## config.mk

```make
export PLATFORM = sky130hd
export DESIGN_NAME = free_directory_slot_run_finder
export DESIGN_NICKNAME = d
export VERILOG_FILES = /design/src/rtl/fss_pkg.sv /design/src/rtl/fss_scan.sv /design/src/rtl/free_directory_slot_run_finder.sv
export SDC_FILE = /design/constraint.sdc
export NUM_CORES = 1
export LEC_CHECK = 0
export BUFFER_PORTS_ARGS = -buffer_cell sky130_fd_sc_hd__buf_2
export CORE_UTILIZATION = 25
export CTS_CLUSTER_DIAMETER = 200
export DETAILED_ROUTE_END_ITERATION = 8
export HOLD_SLACK_MARGIN = 0.15
export PLACE_DENSITY_LB_ADDON = 0.08
export SLEW_MARGIN = 25
export SYNTH_ARGS = -nofsm -noshare
export SYNTH_HDL_FRONTEND = slang
export SYNTH_SLANG_ARGS = --single-unit
```

## constraint.sdc

```tcl
create_clock -name clk_i -period 5.9 [get_ports clk_i]
set_input_delay 1.18 -clock clk_i [delete_from_list [all_inputs] [get_ports clk_i]]
set_output_delay 1.18 -clock clk_i [all_outputs]
set_load 0.005 [all_outputs]
```

## src/rtl/fss_pkg.sv

```systemverilog
package fss_pkg;

  localparam int unsigned MaxSlots = 2048;
  localparam int unsigned IdxW     = 11;
  localparam int unsigned NeedW    = 5;
  localparam int unsigned ByteW    = 8;

  localparam logic [ByteW-1:0] EndMark    = 8'h00;
  localparam logic [ByteW-1:0] UnusedMark = 8'hE5;

  localparam logic [IdxW-1:0] LastIdx = IdxW'(MaxSlots - 1);

  typedef enum logic [1:0] {
    OutPlaced = 2'd0,
    OutNoEnd  = 2'd1,
    OutNoRoom = 2'd2
  } outcome_e;

  typedef struct packed {
    outcome_e        outcome;
    logic [IdxW-1:0] run_start;
    logic            relocate_end;
    logic [IdxW-1:0] old_end;
    logic [IdxW-1:0] new_end;
  } result_t;

endpackage

```

## src/rtl/fss_scan.sv

```systemverilog
module fss_scan (
  input  logic                         clk_i,
  input  logic                         rst_ni,
  input  logic                         step_i,
  input  logic [fss_pkg::ByteW-1:0]    first_byte_i,
  input  logic [fss_pkg::NeedW-1:0]    slots_needed_i,
  input  logic                         last_slot_i,
  output logic                         fin_o,
  output fss_pkg::result_t             res_o
);
  import fss_pkg::*;

  logic [IdxW-1:0]  slot_index_q, slot_index_d;
  logic [NeedW-1:0] run_length_q, run_length_d;
  logic             run_done_q, run_done_d;
  logic [IdxW-1:0]  run_last_q, run_last_d;
  logic             end_seen_q, end_seen_d;
  logic [IdxW-1:0]  end_at_q, end_at_d;
  logic [IdxW-1:0]  tail_begin_q, tail_begin_d;
  logic             tail_open_q, tail_open_d;

  logic            is_end, is_free;
  logic [NeedW-1:0] run_inc;
  logic [IdxW-1:0] start_idx, after_run;

  always_comb begin
    is_end  = (first_byte_i == EndMark);
    is_free = is_end || (first_byte_i == UnusedMark);
    run_inc = run_length_q + NeedW'(1);

    end_seen_d = end_seen_q | is_end;
    end_at_d   = (is_end && !end_seen_q) ? slot_index_q : end_at_q;

    run_length_d = run_length_q;
    run_done_d   = run_done_q;
    run_last_d   = run_last_q;
    if (!run_done_q) begin
      if (is_free) begin
        run_length_d = run_inc;
        if ((slots_needed_i != '0) && (run_inc == slots_needed_i)) begin
          run_done_d = 1'b1;
          run_last_d = slot_index_q;
        end
      end else begin
        run_length_d = '0;
      end
    end

    tail_open_d  = is_free;
    tail_begin_d = (is_free && !tail_open_q) ? slot_index_q : tail_begin_q;

    fin_o = last_slot_i || (slot_index_q == LastIdx);

    start_idx = run_last_d - IdxW'(slots_needed_i) + IdxW'(1);
    after_run = run_last_d + IdxW'(1);

    res_o              = '0;
    res_o.old_end      = end_seen_d ? end_at_d : '0;
    if (!end_seen_d) begin
      res_o.outcome = OutNoEnd;
    end else if (!run_done_d) begin
      res_o.outcome = OutNoRoom;
    end else if (end_at_d > run_last_d) begin
      res_o.outcome   = OutPlaced;
      res_o.run_start = start_idx;
    end else if (tail_open_d && (slot_index_q > run_last_d)) begin
      // end marker sits inside or before the run: move it past the run
      res_o.outcome      = OutPlaced;
      res_o.run_start    = start_idx;
      res_o.relocate_end = 1'b1;
      res_o.new_end      = (tail_begin_d > run_last_d) ? tail_begin_d : after_run;
    end else begin
      res_o.outcome = OutNoRoom;
    end
  end

  always_ff @(posedge clk_i or negedge rst_ni) begin
    if (!rst_ni) begin
      slot_index_q <= '0;
      run_length_q <= '0;
      run_done_q   <= 1'b0;
      run_last_q   <= '0;
      end_seen_q   <= 1'b0;
      end_at_q     <= '0;
      tail_begin_q <= '0;
      tail_open_q  <= 1'b0;
    end else if (step_i) begin
      if (fin_o) begin
        slot_index_q <= '0;
        run_length_q <= '0;
        run_done_q   <= 1'b0;
        run_last_q   <= '0;
        end_seen_q   <= 1'b0;
        end_at_q     <= '0;
        tail_begin_q <= '0;
        tail_open_q  <= 1'b0;
      end else begin
        slot_index_q <= slot_index_q + IdxW'(1);
        run_length_q <= run_length_d;
        run_done_q   <= run_done_d;
        run_last_q   <= run_last_d;
        end_seen_q   <= end_seen_d;
        end_at_q     <= end_at_d;
        tail_begin_q <= tail_begin_d;
        tail_open_q  <= tail_open_d;
      end
    end
  end

endmodule

```

## src/rtl/free_directory_slot_run_finder.sv

```systemverilog
// Scans the directory slots of one cluster, one request per slot, and on the
// slot marked last (or slot 2047) delivers one result: placed, placed with the
// end marker relocated, no end marker, or no room. Each request passes an input
// register and then the scan/decision logic that loads the result register, so
// one slot is taken every cycle while the result register is free or being
// drained. Slots that are not last produce no result. slots_needed must be held
// through a scan.
module free_directory_slot_run_finder (
  input  logic                      clk_i,
  input  logic                      rst_ni,
  input  logic                      in_valid_i,
  output logic                      in_ready_o,
  input  logic [fss_pkg::ByteW-1:0] first_byte_i,
  input  logic [fss_pkg::NeedW-1:0] slots_needed_i,
  input  logic                      last_slot_i,
  output logic                      out_valid_o,
  input  logic                      out_ready_i,
  output fss_pkg::outcome_e         outcome_o,
  output logic [fss_pkg::IdxW-1:0]  run_start_o,
  output logic                      relocate_end_o,
  output logic [fss_pkg::IdxW-1:0]  old_end_o,
  output logic [fss_pkg::IdxW-1:0]  new_end_o
);
  import fss_pkg::*;

  logic             in_valid_q;
  logic [ByteW-1:0] byte_q;
  logic [NeedW-1:0] need_q;
  logic             last_q;

  logic    out_valid_q;
  result_t res_q, res_d;
  logic    step, fin;

  // advance the slot in the input register when the result slot can take it
  assign step       = in_valid_q && (!out_valid_q || out_ready_i);
  assign in_ready_o = !in_valid_q || step;

  always_ff @(posedge clk_i or negedge rst_ni) begin
    if (!rst_ni) begin
      in_valid_q <= 1'b0;
    end else if (in_ready_o) begin
      in_valid_q <= in_valid_i;
    end
  end

  always_ff @(posedge clk_i) begin
    if (in_ready_o && in_valid_i) begin
      byte_q <= first_byte_i;
      need_q <= slots_needed_i;
      last_q <= last_slot_i;
    end
  end

  fss_scan u_scan (
    .clk_i          (clk_i),
    .rst_ni         (rst_ni),
    .step_i         (step),
    .first_byte_i   (byte_q),
    .slots_needed_i (need_q),
    .last_slot_i    (last_q),
    .fin_o          (fin),
    .res_o          (res_d)
  );

  always_ff @(posedge clk_i or negedge rst_ni) begin
    if (!rst_ni) begin
      out_valid_q <= 1'b0;
    end else if (step && fin) begin
      out_valid_q <= 1'b1;
    end else if (out_ready_i) begin
      out_valid_q <= 1'b0;
    end
  end

  always_ff @(posedge clk_i) begin
    if (step && fin) begin
      res_q <= res_d;
    end
  end

  assign out_valid_o    = out_valid_q;
  assign outcome_o      = res_q.outcome;
  assign run_start_o    = res_q.run_start;
  assign relocate_end_o = res_q.relocate_end;
  assign old_end_o      = res_q.old_end;
  assign new_end_o      = res_q.new_end;

endmodule

```

==> out/results.ini <==
[sta]
max_freq_mhz=192
finalHoldViolCount=0
setup_viol=0
rsz0062_at_grt=no
slew_violations=0
finalCritPeriodShare_pct=88.5
finalClockSkew_ps=8.79
finalWorstSetupSlack_ps=678
min_period_ps=5220
hold_ws_ps=478
max_slew_margin_pct=28.4
worst_pin_slew_ps=1070
tns_ps=0

[cts]
cts_sinks=104
worst_skew_pair.late_latency_ps=360
clockBufferDepth=2
cts_root_buf=clkbuf_16
tritoncts=done
cts_buffers=9
clk_pin_slew_worst_paths_ps=80
ctsResizeCount=0
ctsHoldBuffers=0
post_cts_buffers=0
cts_max_level=3

[logic_synthesis]
syn_nets=676
synthCells=607
synth_top_area_share_pct=23.7
async_flop_share_pct=51.9
ys_types=73
syn_avg_cell_area_um2=10.5
ys_top_cells_by_area=edfxtp_1 24%, dfrtp_1 21%, ha_1 9.9%
synth_seq_area_share_pct=45.0
yosysWarnings=0
synth_top_area_cell=edfxtp_1
synthFlopType=dfrtp_1
synthesis.area_um2=6340
ys_seq_elements=104
synth_edf_count=50

[pwr]
power_mw=1.56
p_per_area_nw_per_um2=214
power.leakage_nw=3.09
max-vdd-ir-drop_mv=0.103

[floorplan]
die_w_um=161
core_area_um2=24600
die_h_um=161
start_util_pct=25.8
fp-row-count=57
ios=56
dieArea_um2=26000

[finish]
area_growth_pct=15.4
most-common-layout-cells=55 x buf_2, 54 x dfrtp_1, 50 x ha_1, 50 x edfxtp_1, 47 x nand2_1
drive_above_1_share_pct=18.5
fillCellCount=2569
utilization_pct=29.8
nNetsFinal=728
mostFrequentLayoutCell=buf_2
diodes=0

[global_routing]
grt_antenna_before_repair=1
grt_overflow=0
grt_pass1_wl_um=30100
grt_max_degree=55
grt_pass1_vias=5113
grtUsageTotal_pct=15.1

[setup_path]
worstPathRequired_ps=5970
rr_worst_depth=18
r2r_setup_slack_ps=680
start_kind=register
crit_type=reg2reg
reg2reg_to=run_start_o[10]
crit_fanout=17
worstSetupEndpointType=register
rr_startpoint=byte_q[7]
worstPathArrival_ps=5290

[run_status]
status=finished, final reports clean

[drt]
vias=4850
drt-total-wl_um=18700
dr.pass1.iters=4
route.detailed.drc=0
drt-initial-drc-count=260
ant_nets=0
post_drt_wl_per_cell_um=18.9
vias_per_cell=4.91

[min_path]
hold_class=reg2reg
holdPathEnd=u_scan.end_at_q[8]
hp-start=u_scan.end_at_q[8]
hold_path_depth=2

[placement]
portBuffers=55
pre_cts_ws_ps=760
place.gp.congestion=0.816
hpwl_um=14000

[job]
max_cap_viol_count=0

==> final cells by class <==
cell class | instances | area, um2 | area share, %
Multi-Input combinational cell | 437 | 3250 | 44.4
Sequential cell | 104 | 2850 | 39.0
Tap cell | 324 | 405 | 5.54
Timing Repair Buffer | 67 | 365 | 4.99
Clock buffer | 9 | 225 | 3.08
Inverter | 40 | 150 | 2.05
Clock inverter | 7 | 72.6 | 0.991
==> routing by layer <==
layer,share of wire [%],track usage (%),routed length [um],vias up
met3,2.5,1.57,466,16
met2,47,25.3,8850,66
li1,-,-,-,2351
met4,1.5,4.67,282,0
met1,49,20.6,9100,2417
met5,0,0,0,-
==> cells in the mapped netlist (all sizes together), types with 21 or more instances <==
cell type,n
dfrtp,54
edfxtp,50
ha,50
nand2,49
inv,40
o21ai,38
nor2,35
a21oi,27
mux2i,27
nor3,22
o31ai,21
==> worst max-delay path, stage by stage (launching register included) <==
cell and delay (ps):
edfxtp_1 410, or4_4 570, mux2i_4 230, nand2_4 130
nor4_4 400, buf_4 360, mux2i_1 220, buf_4 200
inv_1 60, ha_1 290, ha_1 310, a21o_1 160
a21oi_1 240, o21bai_1 150, a2111oi_0 630, o31ai_1 150
a21oi_1 210, xnor2_1 140, nor3_1 60
==> how the worst max path moves through the flow <==
stage | from | to | slack (ps) | depth (start not counted)
finish | byte_q[7] | run_start_o[10] | 680 | 18
global route | byte_q[7] | run_start_o[10] | 260 | 18
global placement | byte_q[7] | run_start_o[10] | 820 | 18
floorplan | byte_q[7] | run_start_o[10] | 1370 | 17
CTS | byte_q[7] | run_start_o[10] | 700 | 18
detailed placement | byte_q[7] | run_start_o[10] | 760 | 18
==> flip-flops by register name, indices dropped and copies added, names as in the netlist, 2 cells and up <==
name and flops:
byte_q 8, new_end_o 11, u_scan.run_last_q 11, need_q 5, u_scan.end_at_q 11, run_start_o 11, u_scan.tail_begin_q 11, old_end_o 11
u_scan.slot_index_q 11, u_scan.run_length_q 5, outcome_o 2
==> kinds of logic after synthesis <==
| logic type | after synthesis | share of synthesized area (%) |
|---|---|---|
| simple gates | 177 | 14.7 |
| mux | 43 | 7.42 |
| buf+inv | 66 | 4.28 |
| compound gates | 147 | 15.9 |
| flops | 104 | 45.0 |
| xor+xnor | 19 | 2.62 |
| fa+ha+maj | 51 | 10.2 |
==> report_power, final <==
part           internal, mW  switching, mW
logic                0.0448         0.0888
clock network         0.301          0.318
registers             0.785         0.0263
==> through the flow <==
stage / instances / instance area [um2]
final: 988 / 7320
after global routing: 988 / 7320
after CTS: 988 / 7320
after detailed placement: 972 / 7020
after global placement: 972 / 7020
after floorplan: 607 / 6340
(Power assumes the default switching activity.)
